==> config.mk <==
export PLATFORM = sky130hd
export DESIGN_NAME = dpjs_ctrl
export DESIGN_NICKNAME = d
export VERILOG_FILES = /design/src/sv/dpjs_pkg.sv /design/src/sv/dpjs_ctrl.sv
export SDC_FILE = /design/constraint.sdc
export NUM_CORES = 1
export LEC_CHECK = 0
export ABC_AREA = 0
export BUFFER_PORTS_ARGS = -buffer_cell sky130_fd_sc_hd__buf_2
export CORE_AREA = 2 2 39 41
export CTS_CLUSTER_SIZE = 20
export DETAILED_ROUTE_END_ITERATION = 8
export DIE_AREA = 0 0 41 43
export GPL_TIMING_DRIVEN = 0
export HOLD_SLACK_MARGIN = 0.12
export PLACE_DENSITY_LB_ADDON = 0.3
export SLEW_MARGIN = 20
export SYNTH_ARGS = -nofsm -noshare
export SYNTH_HDL_FRONTEND = slang
export SYNTH_SLANG_ARGS = --single-unit
==> constraint.sdc <==
create_clock -name clk -period 1.3 [get_ports clk]
set_clock_uncertainty 0.05 [all_clocks]
set_input_delay 0.13 -clock clk [delete_from_list [all_inputs] [get_ports clk]]
set_output_delay 0.13 -clock clk [all_outputs]
set_load 0.005 [all_outputs]
==> src/sv/dpjs_pkg.sv <==
// Shared widths, types and codes for the deadline profit job selector.
`default_nettype none
package dpjs_pkg;

  localparam int DEADLINE_W = 32;
  localparam int PROFIT_W   = 31;
  localparam int TOTAL_W    = 41;
  localparam int COUNT_W    = 11;

  localparam logic [TOTAL_W-1:0] TOTAL_MAX = '1;
  localparam logic [COUNT_W-1:0] COUNT_MAX = '1;

  typedef enum logic [2:0] {
    S_IDLE,
    S_DECIDE,
    S_UP_CHK,
    S_UP_CMP,
    S_DN_RD,
    S_DN_CMP,
    S_EMIT
  } ctrl_state_t;

  typedef enum logic [2:0] {
    DP_NOP,
    DP_LOAD,
    DP_DECIDE,
    DP_UP_CHK,
    DP_UP_CMP,
    DP_DN_RD,
    DP_DN_CMP,
    DP_EMIT
  } dp_op_t;

  typedef struct packed {
    logic push_ok;
    logic rep_ok;
    logic pos_zero;
    logic up_move;
    logic dn_move;
  } dp_status_t;

endpackage
`default_nettype wire

==> src/sv/dpjs_ctrl.sv <==
// Sequencer: handshakes and the step order of push and replace sifts.
`default_nettype none
module dpjs_ctrl import dpjs_pkg::*; (
  input  wire logic       clk,
  input  wire logic       rst,
  input  wire logic       in_valid,
  output logic            in_ready,
  output logic            out_valid,
  input  wire logic       out_ready,
  input  wire dp_status_t status,
  output dp_op_t          op
);

  ctrl_state_t state;
  ctrl_state_t state_next;
  logic        out_valid_next;

  always_ff @(posedge clk) begin
    if (rst) begin
      state     <= S_IDLE;
      out_valid <= 1'b0;
    end else begin
      state     <= state_next;
      out_valid <= out_valid_next;
    end
  end

  always_comb begin
    state_next     = state;
    out_valid_next = out_valid && !out_ready;
    in_ready       = 1'b0;
    op             = DP_NOP;
    unique case (state)
      S_IDLE: begin
        in_ready = 1'b1;
        if (in_valid) begin
          op         = DP_LOAD;
          state_next = S_DECIDE;
        end
      end
      S_DECIDE: begin
        op = DP_DECIDE;
        if (status.push_ok) begin
          state_next = S_UP_CHK;
        end else if (status.rep_ok) begin
          state_next = S_DN_RD;
        end else begin
          state_next = S_EMIT;
        end
      end
      S_UP_CHK: begin
        op         = DP_UP_CHK;
        state_next = status.pos_zero ? S_EMIT : S_UP_CMP;
      end
      S_UP_CMP: begin
        op         = DP_UP_CMP;
        state_next = status.up_move ? S_UP_CHK : S_EMIT;
      end
      S_DN_RD: begin
        op         = DP_DN_RD;
        state_next = S_DN_CMP;
      end
      S_DN_CMP: begin
        op         = DP_DN_CMP;
        state_next = status.dn_move ? S_DN_RD : S_EMIT;
      end
      S_EMIT: begin
        if (!out_valid || out_ready) begin
          op             = DP_EMIT;
          out_valid_next = 1'b1;
          state_next     = S_IDLE;
        end
      end
      default: state_next = S_IDLE;
    endcase
  end

endmodule
`default_nettype wire

==> flow_summary.yaml, run 1 <==
cts:
  clkSlewWorstSetupHoldPaths_ns: 0.04
  cts_buffer_depth: 2
  cts_tree: "done"
  insertion_delay_ns: 0.23
  htree_levels: 1
  cts_sinks: 4
  cts_buffers: 3
  cts_root_buffer: "clkbuf_4"
setup_path:
  cpMaxStageDelayCell: "dfxtp_2"
  required_ns: 1.12
  end_kind: "output port"
  cp_max_fo: 6
  arrival_ns: 1.20
  critPathLaunchType: "flip-flop"
  path_class: "reg -> out"
  path_cells: "and2b_2 > a21oi_2 > mux2_4 > buf_6"
  critPathMaxStageDelay_ns: 0.31
  worst-path-buf-inv: 1
  cp_top_family: "flip-flops"
final_layout:
  drive_above_1_share_pct: 59.6
  nets: 63
  area_delta_synth_final_pct: 60.9
  antenna_cells: 0
  finalNonFillerCells: 68
  fillCellCount: 154
synthesis:
  synth_edf_count: 0
  netlist_top_cells_area: "dfxtp_1 28%, and2b_1 7.8%, a311oi_2 5.2%, buf_4 5.2%, nand2b_1 4.3%"
  syn_inst: 33
  yosysTopAreaCellShare_pct: 27.8
  netlist.top_cell.by_area: "dfxtp_1"
  netlist_top_cells_count: "4 x dfxtp_1, 3 x and2b_1, 3 x nor2_1"
  synth_warnings: 0
  synthDistinctLibCells: 22
  syn_avg_cell_area_sq_um: 8.72
  yosys_most_used_dff: "dfxtp_1"
  async_flop_share_pct: 0
  yosysSeqAreaShare_pct: 27.8
  synth.ff_latch_count: 4
  synth.most_common_cell: "dfxtp_1"
  syn_area_sq_um: 288
  syn-num-nets: 42
grt:
  track_usage_pct: 10.4
  grt_max_degree: 11
  grt_pass1_vias: 306
  grt-ovfl-total: 0
  antenna_found_initial: 0
  grt_pass1_wl_um: 1260
floorplanning:
  io_pins: 14
  design.core.area_sq_mm: 0.00138
  start_util_pct: 20.8
  row_count: 14
  die_w_um: 41
  die_area_sq_mm: 0.00176
  fp.dieH_um: 43
route:
  dr_total_vias: 320
  drt-vias-per-instance: 4.71
  drt_wl_total_um: 818
  drtPass1Iterations: 3
  drt_iter0_drc: 1
  ant_nets: 0
  route.detailed.drc: 0
  wl_per_cell_um: 12.0
placed_design:
  placement.io_buffers: 13
  gp_congestion: 0.689
  dp.cells: 62
hold_path:
  hp-class: "in -> reg"
sta:
  timing.final.max_slew_violations: 0
  relSlewSlack_pct: 82.6
  finalCritPeriodShare_pct: 106
  setup_slack_ns: -0.0840
  tightestPinTransition_ns: 0.259
  rsz0062_at_grt: "true"
  min_period_ns: 1.38
  whs_ns: 0.156
  hold_viol_final: 0
  fmax_ghz: 0.723
  final-setup-viol-count: 3
pwr:
  cellLeakagePower_nw: 0.206
  p_per_area_mw_per_mm2: 1230
  ir_drop_v: 0.000441
outcome:
  violations: "setup timing"
  status: "finished, violations left"
job:
  drv_cap: 0
-- path summary, 6_finish.rpt --
kind | from | endpoint | slack (ns) | cells past startpoint
setup / recovery | out_valid | op[1] | -0.08 | 4
hold / removal | status[0] | state[1] | 0.16 | 3
setup reg to reg | state[1] | state[1] | 0.08 | 5
hold reg to reg | state[2] | state[1] | 0.49 | 2
-- power breakdown --
part           total [mW]  internal [mW]  leakage [nW]  switching, mW
combinational       0.260          0.152         0.158          0.108
sequential          0.159          0.143        0.0344         0.0162
clock               0.152          0.103        0.0138         0.0488
-- routing by layer --
metal	vias up	GRT usage, %	routed length (um)
met4	0	2.00	0
li1	163	-	-
met2	6	16.6	422
met5	-	0	0
met3	0	4.71	34
met1	151	12.5	361
-- worst min-delay path, stage by stage --
cell,delay [ns]
buf_2,0.07
nand4bb_1,0.11
a31oi_1,0.08
-- cell usage in the layout, fill, tap and decap left out, drive strengths merged --
cell type / instances
nand2b: 2
a211o: 1
a211oi: 1
inv: 1
a22oi: 1
nand3b: 1
dlygate4sd3: 1
nand4bb: 1
a311oi: 2
nor3: 2
dfxtp: 4
nor3b: 1
mux2: 1
a31oi: 1
a21oi: 2
o22ai: 1
buf: 18
and2b: 3
clkbuf: 3
nor2: 3
a22o: 1
o21ai: 1
-- logic make-up (layout without fill, tap and decap cells) --
group	count (synthesis)	after routing	synth area share [%]
compound gates	11	11	29.1
buf+inv	4	23	10.4
flops	4	4	27.8
mux	1	1	3.91
simple gates	13	13	28.7
-- through the flow --
| stage | setup TNS [ns] | worst slack, ns | power (mW) | utilization, % | area (sq um) |
|---|---|---|---|---|---|
| 2_1_floorplan | 0 | 0.259 | 0.293 | - | 288 |
| 3_3_place_gp | 0 | 0.130 | 0.359 | 26.9 | 373 |
| 3_5_place_dp | 0 | 0.103 | 0.359 | 26.9 | 373 |
| 4_1_cts | -0.248 | -0.0760 | 0.553 | 31.7 | 439 |
| 5_1_grt | -0.354 | -0.128 | 0.606 | 33.5 | 463 |
| 6_report | -0.209 | -0.0840 | 0.571 | 33.5 | 463 |
-- state kept, by name (all words and copies together), names as in the netlist --
signal / count
out_valid: 1
state: 3
-- what timing repair did --
item	4_1_cts	5_1_grt
gates resized for setup	9	5
endpoints found under the setup margin	3	5
endpoints found under the hold margin	4	0
pin swaps	1	0
hold buffers	1	0
buffers inserted	1	1
-- cell type report --
class / instances / area, sq um / area share [%]
Timing Repair Buffer: 16 / 100 / 21.6
Inverter: 1 / 3.75 / 0.811
Sequential cell: 4 / 85.1 / 18.4
Buffer: 3 / 33.8 / 7.30
Multi-Input combinational cell: 25 / 198 / 42.7
Clock buffer: 3 / 22.5 / 4.86
Tap cell: 16 / 20.0 / 4.32
Power figures use the tool's default switching activity.
==> run 2, diff against run 1 <==
--- a/config.mk
+++ b/config.mk
@@ -6,6 +6,7 @@
 export NUM_CORES = 1
 export LEC_CHECK = 0
 export ABC_AREA = 0
+export ABC_CLOCK_PERIOD_IN_PS = 1300
 export BUFFER_PORTS_ARGS = -buffer_cell sky130_fd_sc_hd__buf_2
 export CORE_AREA = 2 2 39 41
 export CTS_CLUSTER_SIZE = 20
==> constraint.sdc (replaced) <==
create_clock -name clk -period 1.3 [get_ports clk]
set_clock_uncertainty 0.05 [all_clocks]
set_input_delay 0.13 -clock clk [delete_from_list [all_inputs] [get_ports clk]]
set_output_delay 0.13 -clock clk [all_outputs]
set_load 0.01 [all_outputs]
==> run 2 against run 1 <==
Combinational power barely moved; global-route usage unchanged; the run still ends with setup timing left; largest cell class unchanged; maximum frequency down 0.18%.
==> flow_summary.yaml, run 2 (synthesis results as in run 1) <==
floorplanning:
  io_pins: 14
  start_util_pct: 20.8
  die_w_um: 41
  row_count: 14
  fp.dieH_um: 43
  die_area_sq_mm: 0.00176
  design.core.area_sq_mm: 0.00138
setup_path:
  cp_max_fo: 6
  end_kind: "output port"
  r2r_cells: 5
  r2r-start: "state[1]"
  r2r_slack_ns: 0.06
  required_ns: 1.12
  critPathLaunchType: "flip-flop"
  path_class: "reg -> out"
  regToRegEndpoint: "state[1]"
  arrival_ns: 1.21
final_layout:
  regArea_sq_um: 85.1
  top_register: "state"
  reg_top3: "state x3, out_valid x1"
  largest_register_ffs: 3
  finalNonFillerCells: 67
  fin_util_pct: 32.5
  final_cell_mix: "12 x buf_2, 4 x buf_6, 4 x dfxtp_2"
  multiInputGateArea_sq_um: 195
  drive_above_1_share_pct: 58.8
  area_delta_synth_final_pct: 56.1
  antenna_cells: 0
  layout_commonest_cell: "buf_2"
  fillCellCount: 151
  nets: 62
  stdcell_area_sq_um: 449
sta:
  hold_viol_final: 0
  setup_slack_ns: -0.0864
  rsz0062_at_grt: "true"
  finalCritPeriodShare_pct: 107
  final-setup-viol-count: 4
  min_period_ns: 1.39
  timing.final.max_slew_violations: 0
  fmax_ghz: 0.721
  relSlewSlack_pct: 82.8
  tightestPinTransition_ns: 0.257
pwr:
  power_mw: 0.569
  cellLeakagePower_nw: 0.199
  ir_drop_v: 0.000434
  p_per_area_mw_per_mm2: 1270
route:
  route.detailed.drc: 0
  dr_total_vias: 309
  wl_per_cell_um: 11.7
  ant_nets: 0
  drtPass1Iterations: 3
  drt-vias-per-instance: 4.61
  drt_iter0_drc: 4
  drt_wl_total_um: 787
cts:
  cts_buffers: 3
  cts_root_buffer: "clkbuf_4"
  htree_levels: 1
  cts_sinks: 4
  insertion_delay_ns: 0.23
  clkSlewWorstSetupHoldPaths_ns: 0.04
  cts_buffer_depth: 2
  cts_tree: "done"
hold_path:
  hp-start: "status[0]"
  min_to: "state[1]"
  hold_path_depth: 3
  hp-class: "in -> reg"
outcome:
  status: "finished, violations left"
  violations: "setup timing"
placed_design:
  gp_congestion: 0.689
  placement.io_buffers: 13
  place_area_sq_um: 373
  dp.cells: 62
job:
  drv_cap: 0
grt:
  grt-ovfl-total: 0
  grt_pass1_vias: 305
  antenna_found_initial: 0
  grt_pass1_wl_um: 1260
  grt_max_degree: 11
  track_usage_pct: 10.4
-- run 2: cell types whose count changed in the layout (fill, tap and decap cells not counted), sizes merged --
| cell | change |
|---|---|
| buf | -1 |
-- run 2: where the power goes --
part	leakage [nW]	switching [mW]	total [mW]	internal [mW]
Combinational	0.151	0.115	0.257	0.142
Sequential	0.0344	0.0165	0.160	0.143
Clock	0.0138	0.0489	0.152	0.103
Total	0.199	0.180	0.569	0.389
-- run 2: routing by layer --
layer  GRT usage (%)  wire length, um  vias up
met5               0                0        -
met2            16.6              403        6
met1            12.5              350      143
li1                -                -      160
met4            2.00                0        0
met3            4.71               34        0
-- run 2: worst max-delay path by stage --
stage | slack (ns) | from | cells after the start | endpoint
detailed placement | 0.09 | out_valid | 4 | op[1]
global placement | 0.11 | state[2] | 4 | op[0]
floorplan | 0.18 | out_valid | 2 | op[0]
global route | -0.13 | out_valid | 4 | op[1]
finish | -0.09 | out_valid | 4 | op[1]
CTS | -0.09 | out_valid | 4 | op[1]
-- run 2: per-stage QoR --
| step | setup TNS (ns) | worst slack (ns) | hold WS, ns |
|---|---|---|---|
| 2_1_floorplan | 0 | 0.183 | 0.148 |
| 3_3_place_gp | 0 | 0.112 | 0.310 |
| 3_5_place_dp | 0 | 0.0907 | 0.304 |
| 4_1_cts | -0.253 | -0.0853 | 0.156 |
| 5_1_grt | -0.414 | -0.127 | 0.153 |
| 6_report | -0.179 | -0.0864 | 0.157 |
-- run 2: what timing repair did --
item / 4_1_cts / 5_1_grt
resized for setup: 10 / 3
pin swaps: 4 / 2
hold endpoints to repair: 4 / 0
hold buffers: 1 / 0
endpoints found under the setup margin: 3 / 5
buffers inserted: 1 / 0
cloned: 0 / 0
-- run 2: final cells by class --
class                           count  area share (%)
Sequential cell                     4            18.9
Clock buffer                        3            5.01
Buffer                              3            7.52
Inverter                            1           0.836
Multi-Input combinational cell     25            43.5
Tap cell                           16            4.46
Timing Repair Buffer               15            19.8
-- run 2: critical path: stages, from the launching register on --
cell and delay [ns]:
dfxtp_2 0.31, and2b_2 0.22, a21oi_2 0.06, mux2_4 0.26, buf_6 0.12
==> run 3, diff against run 2 <==
--- a/config.mk
+++ b/config.mk
@@ -5,7 +5,7 @@
 export SDC_FILE = /design/constraint.sdc
 export NUM_CORES = 1
 export LEC_CHECK = 0
-export ABC_AREA = 0
+export ABC_AREA = 1
 export ABC_CLOCK_PERIOD_IN_PS = 1300
 export BUFFER_PORTS_ARGS = -buffer_cell sky130_fd_sc_hd__buf_2
 export CORE_AREA = 2 2 39 41
@@ -14,6 +14,7 @@
 export DIE_AREA = 0 0 41 43
 export GPL_TIMING_DRIVEN = 0
 export HOLD_SLACK_MARGIN = 0.12
+export MAX_ROUTING_LAYER = met4
 export PLACE_DENSITY_LB_ADDON = 0.3
 export SLEW_MARGIN = 20
 export SYNTH_ARGS = -nofsm -noshare
==> run 3 against run 2 <==
Synthesized area increased by 5.7%; sequential cell count unchanged; maximum frequency up 4.6%; worst hold slack better by 0.036 ns; final cell count rose by 31%; setup slack improved by 0.062 ns; count of clock-buffer cells in the layout is the same; global-route usage is 0.15 points lower; highest routed layer is now met4; via count is 23% higher; total power is 36% higher; critical endpoint unchanged; the flow still finishes with violations (setup timing); core utilization increased by 2.7 points; largest cell class unchanged.
==> flow_summary.yaml, run 3 <==
outcome:
  status: "finished, violations left"
  violations: "setup timing"
cts:
  cts_buffer_depth: 2
  cts_tree: "done"
  cts_buffers: 3
  clkSlewWorstSetupHoldPaths_ns: 0.03
  cts_root_buffer: "clkbuf_4"
  insertion_delay_ns: 0.23
  htree_levels: 1
  cts_sinks: 4
final_layout:
  drive_above_1_share_pct: 44.4
  area_delta_synth_final_pct: 60.1
  reg_top3: "state x3, out_valid x1"
  largest_register_ffs: 3
  top_register: "state"
  fin_util_pct: 35.2
  antenna_cells: 0
  final_cell_mix: "12 x nor2_1, 12 x buf_2, 9 x nand2_1"
  stdcell_area_sq_um: 487
  nets: 83
  fillCellCount: 165
grt:
  track_usage_pct: 10.3
  grt_max_degree: 7
  grt_pass1_wl_um: 1120
  grt-ovfl-total: 0
  grt_pass1_vias: 309
  antenna_found_initial: 0
synthesis:
  syn_avg_cell_area_sq_um: 5.85
  yosysSeqAreaShare_pct: 26.3
  synth_warnings: 0
  synth_edf_count: 0
  yosys_most_used_dff: "dfxtp_1"
  async_flop_share_pct: 0
  netlist_top_cells_area: "dfxtp_1 26%, nor2_1 16%, nand2_1 12%, inv_1 9.9%, nand4_1 6.2%"
  syn-num-nets: 61
  synth.most_common_cell: "nor2_1"
  netlist_top_cells_count: "13 x nor2_1, 10 x nand2_1, 8 x inv_1"
  syn_area_sq_um: 304
  yosysTopAreaCellShare_pct: 26.3
  synthDistinctLibCells: 15
  synth.ff_latch_count: 4
  netlist.top_cell.by_area: "dfxtp_1"
  syn_inst: 52
hold_path:
  hp-start: "out_ready"
  min_to: "out_valid"
  hp-class: "in -> reg"
  hold_path_depth: 4
route:
  wl_per_cell_um: 8.52
  drt_wl_total_um: 750
  drt_iter0_drc: 2
  route.detailed.drc: 0
  ant_nets: 0
  drt-vias-per-instance: 4.31
  drtPass1Iterations: 2
  dr_total_vias: 379
pwr:
  ir_drop_v: 0.000452
  p_per_area_mw_per_mm2: 1590
  cellLeakagePower_nw: 0.268
sta:
  setup_slack_ns: -0.0249
  finalCritPeriodShare_pct: 102
  min_period_ns: 1.32
  final-setup-viol-count: 3
  fmax_ghz: 0.755
  timing.final.max_slew_violations: 0
  whs_ns: 0.193
  tightestPinTransition_ns: 0.213
  hold_viol_final: 0
  relSlewSlack_pct: 85.7
  rsz0062_at_grt: "true"
setup_path:
  cp_max_fo: 5
  arrival_ns: 1.14
  path_cells: "inv_2 > nor2_4 > nand2_2 > and2_4 > o21ai_2 > buf_2"
  end_kind: "output port"
  r2r-start: "state[1]"
  path_class: "reg -> out"
  r2r_cells: 5
  cp_top_family: "flip-flops"
  critPathMaxStageDelay_ns: 0.38
  critPathLaunchType: "flip-flop"
  regToRegEndpoint: "state[2]"
  required_ns: 1.12
  cpMaxStageDelayCell: "dfxtp_4"
  worst-path-buf-inv: 2
  r2r_slack_ns: 0.25
floorplanning:
  io_pins: 14
  start_util_pct: 22.0
  die_area_sq_mm: 0.00176
  row_count: 14
  die_w_um: 41
  design.core.area_sq_mm: 0.00138
  fp.dieH_um: 43
placed_design:
  place_area_sq_um: 389
  gp_congestion: 0.640
  placement.io_buffers: 13
  dp_hpwl_um: 581
  dpl_worst_slack_ns: 0.00289
job:
  drv_cap: 0
## run 3: cell types whose count changed in the layout (fill, tap and decap cells not counted), sizes merged, moves of 2 or more
cell	change
nand2b	-2
nand4	+3
and2b	-3
nand2	+12
o21ai	+2
a311oi	-2
nor2	+11
inv	+8
nand3	+2
## run 3: how the worst max path moves through the flow
stage | from | to | cells past startpoint
after detailed placement | state[1] | op[1] | 6
after global routing | state[2] | op[1] | 6
after global placement | state[1] | op[1] | 6
after CTS | state[2] | op[1] | 6
final | state[1] | op[1] | 6
after floorplan | state[1] | op[1] | 5
## run 3: worst min-delay path, delay by kind of cell
family        cells  cell delay (ns)
simple gates      3             0.20
buf+inv           1             0.09
## run 3: metal layers
metal / wire length (um) / track usage (%) / up-vias / share of wire [%]
li1: - / - / 204 / -
met1: 293 / 9.00 / 164 / 39
met2: 402 / 15.9 / 9 / 54
met3: 50 / 4.71 / 2 / 6.7
met5: 0 / - / - / 0
met4: 4 / 8.00 / 0 / 0.53
## run 3: kinds of logic after synthesis
group | after synthesis | share of synthesized area, %
buffers and inverters | 9 | 11.1
AOI/OAI and AO/OA | 4 | 6.58
and+or+nand+nor | 35 | 56.0
DFF | 4 | 26.3
## run 3: layout make-up
| cell class | count | area (sq um) | area share [%] |
|---|---|---|---|
| multi-input cells | 39 | 215 | 44.2 |
| repair buffers | 17 | 104 | 21.3 |
| flip-flops and latches | 4 | 91.3 | 18.8 |
| inverters | 9 | 33.8 | 6.94 |
| clock buffers | 3 | 22.5 | 4.63 |
| well taps | 16 | 20.0 | 4.11 |
## run 3: power by group
group	internal, mW	switching (mW)
logic	0.189	0.214
clock network	0.103	0.0434
registers	0.167	0.0600
## run 3: through the flow
step / setup TNS [ns] / power [mW] / std cells
floorplan: 0 / 0.414 / 52
global placement: 0 / 0.525 / 81
detailed placement: 0 / 0.527 / 81
CTS: -0.161 / 0.742 / 88
global route: -0.290 / 0.855 / 88
finish: -0.0491 / 0.776 / 88
## run 3: timing repair
action	CTS	global route
endpoints found under the hold margin	2	0
buffers inserted	3	0
hold buffers	1	0
endpoints found under the setup margin	3	4
gates resized for setup	10	5
pin swaps	3	2
